--- src/bba_pkg.sv ---
// Buddy block allocator package: sizing constants, status codes, FSM states
// and the control/status structs between controller and datapath.
// No dependencies.
package bba_pkg;

   localparam int POOL_ORDER   = 16;
   localparam int MIN_ORDER    = 5;
   localparam int HEADER_BYTES = 4;

   localparam int LEVELS  = POOL_ORDER - MIN_ORDER + 1;
   localparam int LEAF_W  = LEVELS - 1;
   localparam int NODE_W  = LEVELS;
   localparam int DEPTH_W = $clog2(LEVELS);
   localparam int K_W     = $clog2(POOL_ORDER + 2);
   localparam int PAIR_W  = 2 * LEVELS;
   localparam int TBL_W   = DEPTH_W + 1;
   localparam int ADDR_W  = 32;
   localparam int SIZE_W  = 17;
   localparam int STAT_W  = 2;

   localparam logic CMD_ALLOC = 1'b0;
   localparam logic CMD_FREE  = 1'b1;

   typedef enum logic [STAT_W-1:0] {
      ST_OK       = 2'd0,
      ST_NO_BLOCK = 2'd1,
      ST_TOO_BIG  = 2'd2,
      ST_BAD_FREE = 2'd3
   } status_type;

   typedef enum logic [3:0] {
      S_CLEAR,
      S_IDLE,
      S_DECODE,
      S_LOOKUP,
      S_DESC,
      S_SPLIT,
      S_ASC,
      S_ROOT,
      S_DONE
   } fsm_type;

   typedef struct packed {
      logic clear;
      logic capture;
      logic decode;
      logic lookup;
      logic desc;
      logic split;
      logic asc;
      logic root;
      logic finish;
   } ctl_type;

   typedef struct packed {
      logic clr_done;
      logic is_free;
      logic fail;
      logic alloc_desc;
      logic free_root;
      logic t_zero;
      logic desc_last;
      logic asc_last;
      logic out_free;
   } sts_type;

endpackage

--- src/bba_ctrl.sv ---
// Buddy block allocator controller: sequences clear, decode, tree descent,
// split and merge ascent. Depends on bba_pkg.
module bba_ctrl (
   input  logic             clock,
   input  logic             reset,
   input  logic             req_valid,
   output logic             req_ready,
   input  bba_pkg::sts_type sts,
   output bba_pkg::ctl_type ctl
);

   bba_pkg::fsm_type state_ff, state_in;

   always_ff @(posedge clock) begin
      if (reset) begin
         state_ff <= bba_pkg::S_CLEAR;
      end else begin
         state_ff <= state_in;
      end
   end

   always_comb begin
      state_in = state_ff;
      unique case (state_ff)
         bba_pkg::S_CLEAR: begin
            if (sts.clr_done) state_in = bba_pkg::S_IDLE;
         end
         bba_pkg::S_IDLE: begin
            if (req_valid) state_in = bba_pkg::S_DECODE;
         end
         bba_pkg::S_DECODE: state_in = bba_pkg::S_LOOKUP;
         bba_pkg::S_LOOKUP: begin
            if (sts.fail) state_in = bba_pkg::S_DONE;
            else if (!sts.is_free)
               state_in = sts.alloc_desc ? bba_pkg::S_DESC : bba_pkg::S_SPLIT;
            else
               state_in = sts.free_root ? bba_pkg::S_ROOT : bba_pkg::S_ASC;
         end
         bba_pkg::S_DESC: begin
            if (sts.desc_last) state_in = bba_pkg::S_SPLIT;
         end
         bba_pkg::S_SPLIT: begin
            state_in = sts.t_zero ? bba_pkg::S_ROOT : bba_pkg::S_ASC;
         end
         bba_pkg::S_ASC: begin
            if (sts.asc_last) state_in = bba_pkg::S_ROOT;
         end
         bba_pkg::S_ROOT: state_in = bba_pkg::S_DONE;
         bba_pkg::S_DONE: begin
            if (sts.out_free) state_in = bba_pkg::S_IDLE;
         end
         default: state_in = bba_pkg::S_CLEAR;
      endcase
   end

   always_comb begin
      ctl       = '0;
      req_ready = 1'b0;
      unique case (state_ff)
         bba_pkg::S_CLEAR:  ctl.clear = 1'b1;
         bba_pkg::S_IDLE: begin
            req_ready   = 1'b1;
            ctl.capture = req_valid;
         end
         bba_pkg::S_DECODE: ctl.decode = 1'b1;
         bba_pkg::S_LOOKUP: ctl.lookup = 1'b1;
         bba_pkg::S_DESC:   ctl.desc   = 1'b1;
         bba_pkg::S_SPLIT:  ctl.split  = 1'b1;
         bba_pkg::S_ASC:    ctl.asc    = 1'b1;
         bba_pkg::S_ROOT:   ctl.root   = 1'b1;
         bba_pkg::S_DONE:   ctl.finish = sts.out_free;
         default: ctl = '0;
      endcase
   end

endmodule

--- config.mk ---
export PLATFORM = sky130hd
export DESIGN_NAME = bba_ctrl
export DESIGN_NICKNAME = d
export VERILOG_FILES = /design/src/bba_pkg.sv /design/src/bba_ctrl.sv
export SDC_FILE = /design/constraint.sdc
export NUM_CORES = 1
export LEC_CHECK = 0
export ABC_AREA = 1
export BUFFER_PORTS_ARGS = -buffer_cell sky130_fd_sc_hd__buf_2
export CAP_MARGIN = 30
export CORE_AREA = 3 3 40 42
export DETAILED_ROUTE_END_ITERATION = 16
export DIE_AREA = 0 0 43 45
export GPL_ROUTABILITY_DRIVEN = 0
export SYNTH_ARGS = -nofsm -noshare
export SYNTH_HDL_FRONTEND = slang
export SYNTH_SLANG_ARGS = --single-unit
--- constraint.sdc ---
create_clock -name clock -period 1.13 [get_ports clock]
set_clock_uncertainty 0.1 [all_clocks]
set_input_delay 0.226 -clock clock [delete_from_list [all_inputs] [get_ports clock]]
set_output_delay 0.226 -clock clock [all_outputs]
set_load 0.005 [all_outputs]
==> impl_metrics.json, run 1 <==
{
  "run_status": "complete, but fails checks",
  "violations": "setup timing",
  "placed_cell_area_um2": 615.6,
  "antennaDiodeCount": 0,
  "routed_via_density": 4.457,
  "htree_levels": 1,
  "max_freq_mhz": 705.7,
  "dieArea_um2": 1935,
  "mappedNetlistArea_um2": 392.9,
  "drive_above_1_share_pct": 58.93,
  "clk_pin_slew_ps": 40,
  "yosysTopAreaCell": "dfxtp_1",
  "drt_wl_total_mm": 1.198,
  "power_density_nw_per_um2": 1805,
  "synthesis.nets": 87,
  "clock_path_buffers": 2,
  "final_util_pct": 59.59,
  "hold_viol": 0,
  "synth_top_area_share_pct": 20.38,
  "synth_top_flop_cell": "dfxtp_1",
  "drc": 0,
  "firstDrtPassIters": 4,
  "critical_path.max_fanout": 3,
  "critPathKind": "flop to output port",
  "row_count": 13,
  "numCtsBuffers": 3,
  "cts_tree": "yes",
  "clk-insertion-delay-late_ps": 230,
  "grt_max_degree": 7,
  "ios": 22,
  "fin_crit_sh_pct": 125.4,
  "ys_warn_count": 0,
  "dr_total_vias": 566,
  "endpoint_kind": "output port",
  "cp.arrival_ps": 1090,
  "synthesis.instances": 75,
  "setup-violations-final": 14,
  "required_ps": 800,
  "crit_family": "flip-flops",
  "largest_register_ffs": 4,
  "cap_violations": 0,
  "synthArstFlopShare_pct": 0,
  "yosysMostFrequentCell": "inv_1",
  "portBuffers": 21,
  "fin_crit_ps": 1417,
  "slew_viol_final": 0,
  "cp_cell_sequence": "buf_4 -> nor4_2 -> buf_2",
  "yosys_register_bits": 4,
  "synth_cell_types": 14,
  "cpPeakStageDelay_ps": 350,
  "hold-worst-slack_ps": 82.49,
  "die_w_um": 43,
  "pre_cts_ws_ps": -127.1,
  "cp_num_buf_inv": 2,
  "cts_root_buf": "clkbuf_4",
  "grt_setup_unrepaired": "yes",
  "largestRegisters": "state_ff (4)",
  "wl_per_cell_um": 9.433,
  "tightest_slew_ps": 214.7,
  "syn_area_per_cell_um2": 5.238,
  "ir_drop_v": 0.001511,
  "ys_seq_area_share_pct": 20.38,
  "top_register": "state_ff",
  "synthTopCellsByCount": "inv_1 (19), nor2_1 (15), nand2_1 (12), nand3_1 (8), a21oi_1 (5)",
  "hold_class": "input pin to flop",
  "p_total_uw": 1382,
  "detailed_place_hpwl_um": 983.9,
  "chipHeight_um": 45,
  "grt_pass1_vias": 521,
  "areaGrowthSynthToFinish_pct": 94.90,
  "power.leakage_uw": 0.0004408,
  "ant_nets": 0,
  "n_fill_cell": 128,
  "cts_sinks": 4,
  "drtIter0Drc": 11,
  "synth-edff-count": 0,
  "finish.instance_area_um2": 765.7,
  "core_um2": 1285,
  "track_usage_pct": 13.67,
  "initial_core_util_pct": 30.57,
  "finalNetCount": 126,
  "slew_headroom_pct": 85.53,
  "start_kind": "flop",
  "grt_pass1_wl_mm": 2.076,
  "hold_buffers": 0,
  "yosys-top-cells-area": "dfxtp_1 (20%), inv_1 (18%), nor2_1 (14%), nand2_1 (11%), nand3_1 (10%)",
  "grt-ovfl-total": 0,
  "crit_slowest_cell": "dfxtp_4",
  "antenna_found_initial": 0,
  "layout_setup_ws_ps": -287.1
}
## cell usage in the layout (no fill, tap or decap)
cell	n
a21oi_1	2
a21oi_2	3
buf_2	20
buf_4	9
buf_6	5
clkbuf_4	3
dfxtp_4	4
inv_1	14
inv_2	4
inv_4	2
nand2_1	8
nand2_2	2
nand2_4	2
nand3_1	7
nand3_2	1
nand3b_1	2
nand4_1	1
nor2_1	11
nor2_2	2
nor2_4	5
nor3_2	3
nor4_2	1
o21ai_0	1
## cell families after synthesis
logic type | share of synthesized area [%]
AO/OA/AOI/OAI | 7.641
AND/OR/NAND/NOR | 52.86
buffers and inverters | 19.11
flip-flops | 20.38
## power by group
group	internal, uW	switching, uW
clock	118	52.4
sequential	205	98.5
combinational	443	465
## final timing paths
| path | start | depth (start not counted) | endpoint | slack [ps] |
|---|---|---|---|---|
| min | reset | 2 | state_ff[2] | 80 |
| min reg2reg | state_ff[1] | 2 | state_ff[1] | 450 |
| max | state_ff[2] | 3 | ctl[0] | -290 |
| max reg2reg | state_ff[3] | 8 | state_ff[0] | -150 |
## what timing repair did
item	CTS	global route
setup endpoints to repair	14	14
buffers inserted	3	1
gates resized for setup	20	12
pin swaps	10	10
## layout make-up
cell class                 instances  area [um^2]  share of cell area (%)
sequential                         4        95.09                   12.42
clock buffer                       3        22.52                   2.941
multi-input combinational         51        325.3                   42.48
tap                               15        18.77                   2.451
inverter                          20        80.08                   10.46
timing repair buffer              34        224.0                   29.25
## routing by layer
layer | wire [um] | track usage, %
met5 | 0 | 0
met4 | 0 | 1.807
met3 | 73 | 3.586
met2 | 555 | 23.35
met1 | 569 | 17.87
## through the flow
stage	cells	setup TNS, ps
detailed placement	120	-870.3
floorplan	75	-2.091
CTS	126	-3210
global route	127	-4021
global placement	120	-768.6
finish	127	-2987
## worst reg2reg max path: stages (launching register included)
cell     delay (ps)
dfxtp_4         360
nor2_4          180
inv_2            90
nor2_4           90
buf_6           110
nand2_4          40
nor2_2           70
nor2_1           40
a21oi_1         120
Note: power is estimated with default switching activity, not from simulation.
==> run 2: changes to the inputs <==
--- a/config.mk
+++ b/config.mk
@@ -5,13 +5,14 @@
 export SDC_FILE = /design/constraint.sdc
 export NUM_CORES = 1
 export LEC_CHECK = 0
-export ABC_AREA = 1
 export BUFFER_PORTS_ARGS = -buffer_cell sky130_fd_sc_hd__buf_2
 export CAP_MARGIN = 30
 export CORE_AREA = 3 3 40 42
 export DETAILED_ROUTE_END_ITERATION = 16
 export DIE_AREA = 0 0 43 45
 export GPL_ROUTABILITY_DRIVEN = 0
+export PLACE_DENSITY_LB_ADDON = 0.3
+export RECOVER_POWER = 25
 export SYNTH_ARGS = -nofsm -noshare
 export SYNTH_HDL_FRONTEND = slang
 export SYNTH_SLANG_ARGS = --single-unit
==> run 2 against run 1 <==
Effect of this change:
- critical path depth rose by 1
- sequential power fell by 22%
- synthesized area fell by 1.9%
- design area rose by 1.8%
- maximum frequency fell by 3.0%
- hold slack improved by 24 ps
- core utilization rose by 1.1 points
- non-clock buffer count rose by 7
- the flow still finishes with violations (setup timing)
- sequential share of layout area fell by 0.22 points
- highest routed layer unchanged
==> impl_metrics.json, run 2 <==
{
  "row_count": 13,
  "fin_crit_sh_pct": 129.3,
  "max_freq_mhz": 684.6,
  "final_common_cell": "buf_2",
  "mappedNetlistArea_um2": 385.4,
  "synth_cell_types": 28,
  "areaGrowthSynthToFinish_pct": 102.3,
  "synth_top_family_by_area": "simple AND/OR/NAND/NOR gates",
  "layout_setup_ws_ps": -330.8,
  "drt_wl_total_mm": 1.362,
  "synthArstFlopShare_pct": 0,
  "violations": "setup timing",
  "firstDrtPassIters": 2,
  "fin_setup_tns_ps": -3421,
  "synthesis.nets": 62,
  "start_kind": "flop",
  "die_w_um": 43,
  "core_um2": 1285,
  "drc": 0,
  "clk_pin_slew_ps": 40,
  "synthesis.instances": 50,
  "clk-insertion-delay-late_ps": 230,
  "synth-simple-area-share_pct": 47.73,
  "wl_per_cell_um": 12.97,
  "dr_total_vias": 526,
  "drtIter0Drc": 4,
  "ios": 22,
  "detailed_place_hpwl_um": 914,
  "synthTopCellsByCount": "nor3_1 (6), dfxtp_1 (4), nand2_1 (4), nor2_1 (4)",
  "cts_root_buf": "clkbuf_4",
  "critPathKind": "flop to output port",
  "setup-violations-final": 13,
  "dieArea_um2": 1935,
  "synth_compound_area_share_pct": 16.88,
  "tightest_slew_ps": 274.9,
  "power_density_nw_per_um2": 1325,
  "hold_class": "input pin to flop",
  "yosysMostFrequentCell": "nor3_1",
  "routed_via_density": 5.010,
  "cap_violations": 0,
  "yosysTopAreaCell": "dfxtp_1",
  "reg2reg_slack_ps": -280,
  "largestRegisters": "state_ff (4)",
  "grt_pass1_wl_mm": 2.228,
  "htree_levels": 1,
  "worstHoldStart": "reset",
  "hold_depth": 2,
  "slew_headroom_pct": 81.63,
  "grt-ovfl-total": 0,
  "synth-edff-count": 0,
  "synth_top_area_share_pct": 20.78,
  "grt_pass1_vias": 515,
  "hold_viol": 0,
  "synthMuxAreaShare_pct": 5.195,
  "mostFrequentLayoutCells": "buf_2 (21), buf_4 (13), buf_6 (7)",
  "ant_nets": 0,
  "synthXorXnorAreaFrac_pct": 0,
  "power.leakage_uw": 0.0003783,
  "antenna_found_initial": 0,
  "r2r-end": "state_ff[1]",
  "clock_path_buffers": 2,
  "numCtsBuffers": 3,
  "synth_top_flop_cell": "dfxtp_1",
  "r2r-start": "state_ff[0]",
  "chipHeight_um": 45,
  "endpoint_kind": "output port",
  "required_ps": 800,
  "cp.arrival_ps": 1130,
  "initial_core_util_pct": 29.99,
  "pre_cts_ws_ps": -305.0,
  "critical_path.max_fanout": 7,
  "reg2regPathDepth": 4,
  "ys_seq_area_share_pct": 20.78,
  "min_to": "state_ff[1]",
  "hold_buffers": 0,
  "portBuffers": 21,
  "run_status": "complete, but fails checks",
  "antennaDiodeCount": 0,
  "ir_drop_v": 0.0007888,
  "track_usage_pct": 15.32,
  "cts_sinks": 4,
  "drive_above_1_share_pct": 74.44,
  "grt_setup_unrepaired": "yes",
  "yosys_register_bits": 4,
  "slew_viol_final": 0,
  "syn_area_per_cell_um2": 7.707,
  "grt_max_degree": 9,
  "ys_warn_count": 0,
  "cts_tree": "yes",
  "top_register": "state_ff",
  "fin_crit_ps": 1461,
  "synthAdderAreaFrac_pct": 0,
  "yosys-top-cells-area": "dfxtp_1 (21%), nor3_1 (7.8%), buf_6 (5.8%), mux2i_1 (5.2%), a221oi_2 (3.9%)",
  "largest_register_ffs": 4,
  "finalNetCount": 104
}
## run 2: kinds of logic after synthesis
logic type,after synthesis
AO/OA/AOI/OAI,9
buffers and inverters,5
flip-flops,4
multiplexers,2
AND/OR/NAND/NOR,30
## run 2: power by group
part / total, uW / switching, uW / leakage, uW / internal (uW)
Clock: 174 / 55.4 / 0.0000138 / 119
Combinational: 621 / 265 / 0.000329 / 356
Sequential: 237 / 63.2 / 0.0000356 / 174
## run 2: repair_timing
item	4_1_cts	5_1_grt
endpoints found under the setup margin	14	14
pin swaps	9	2
resized for setup	25	5
buffers inserted	4	0
## run 2: how the worst max path moves through the flow
| stage | from | endpoint | slack, ps | depth (start not counted) |
|---|---|---|---|---|
| 2_1_floorplan | state_ff[2] | state_ff[1] | -170 | 5 |
| 3_3_place_gp | state_ff[2] | state_ff[1] | -290 | 4 |
| 3_5_place_dp | state_ff[2] | state_ff[0] | -310 | 5 |
| 4_1_cts | state_ff[2] | ctl[7] | -340 | 4 |
| 5_1_grt | state_ff[2] | ctl[7] | -400 | 4 |
| 6_report | state_ff[1] | ctl[7] | -330 | 4 |
## run 2: worst max-delay path, stage by stage, from the launching register on
cell,delay [ps]
dfxtp_4,360
buf_6,130
nor3_4,170
and2_1,130
buf_2,100
## run 2: final cells by class
type | instances | area (um^2)
fill | 122 | 505.5
clock buffer | 3 | 22.52
sequential | 4 | 95.09
timing repair buffer | 41 | 281.5
multi-input combinational | 41 | 357.8
inverter | 1 | 3.754
tap | 15 | 18.77
## run 2: layer usage
metal | share of wire (%) | GRT usage (%) | vias up
met5 | 0 | 0 | -
met4 | 0 | 1.807 | 0
met3 | 6.8 | 5.179 | 0
met2 | 54 | 29.04 | 20
met1 | 40 | 17.11 | 241
li1 | - | - | 265
## run 2: through the flow
| stage | hold WS [ps] | utilization [%] | cell area (um^2) | power (uW) | cells |
|---|---|---|---|---|---|
| 3_5_place_dp | 347.6 | 47.03 | 604.3 | 672.8 | 98 |
| 2_1_floorplan | 191.3 | - | 399.1 | 474.5 | 50 |
| 4_1_cts | 101.4 | 58.91 | 757.0 | 1007 | 105 |
| 6_report | 106.4 | 60.66 | 779.5 | 1033 | 105 |
| 3_3_place_gp | 342.8 | 47.03 | 604.3 | 665.0 | 98 |
| 5_1_grt | 109.5 | 60.66 | 779.5 | 1111 | 105 |
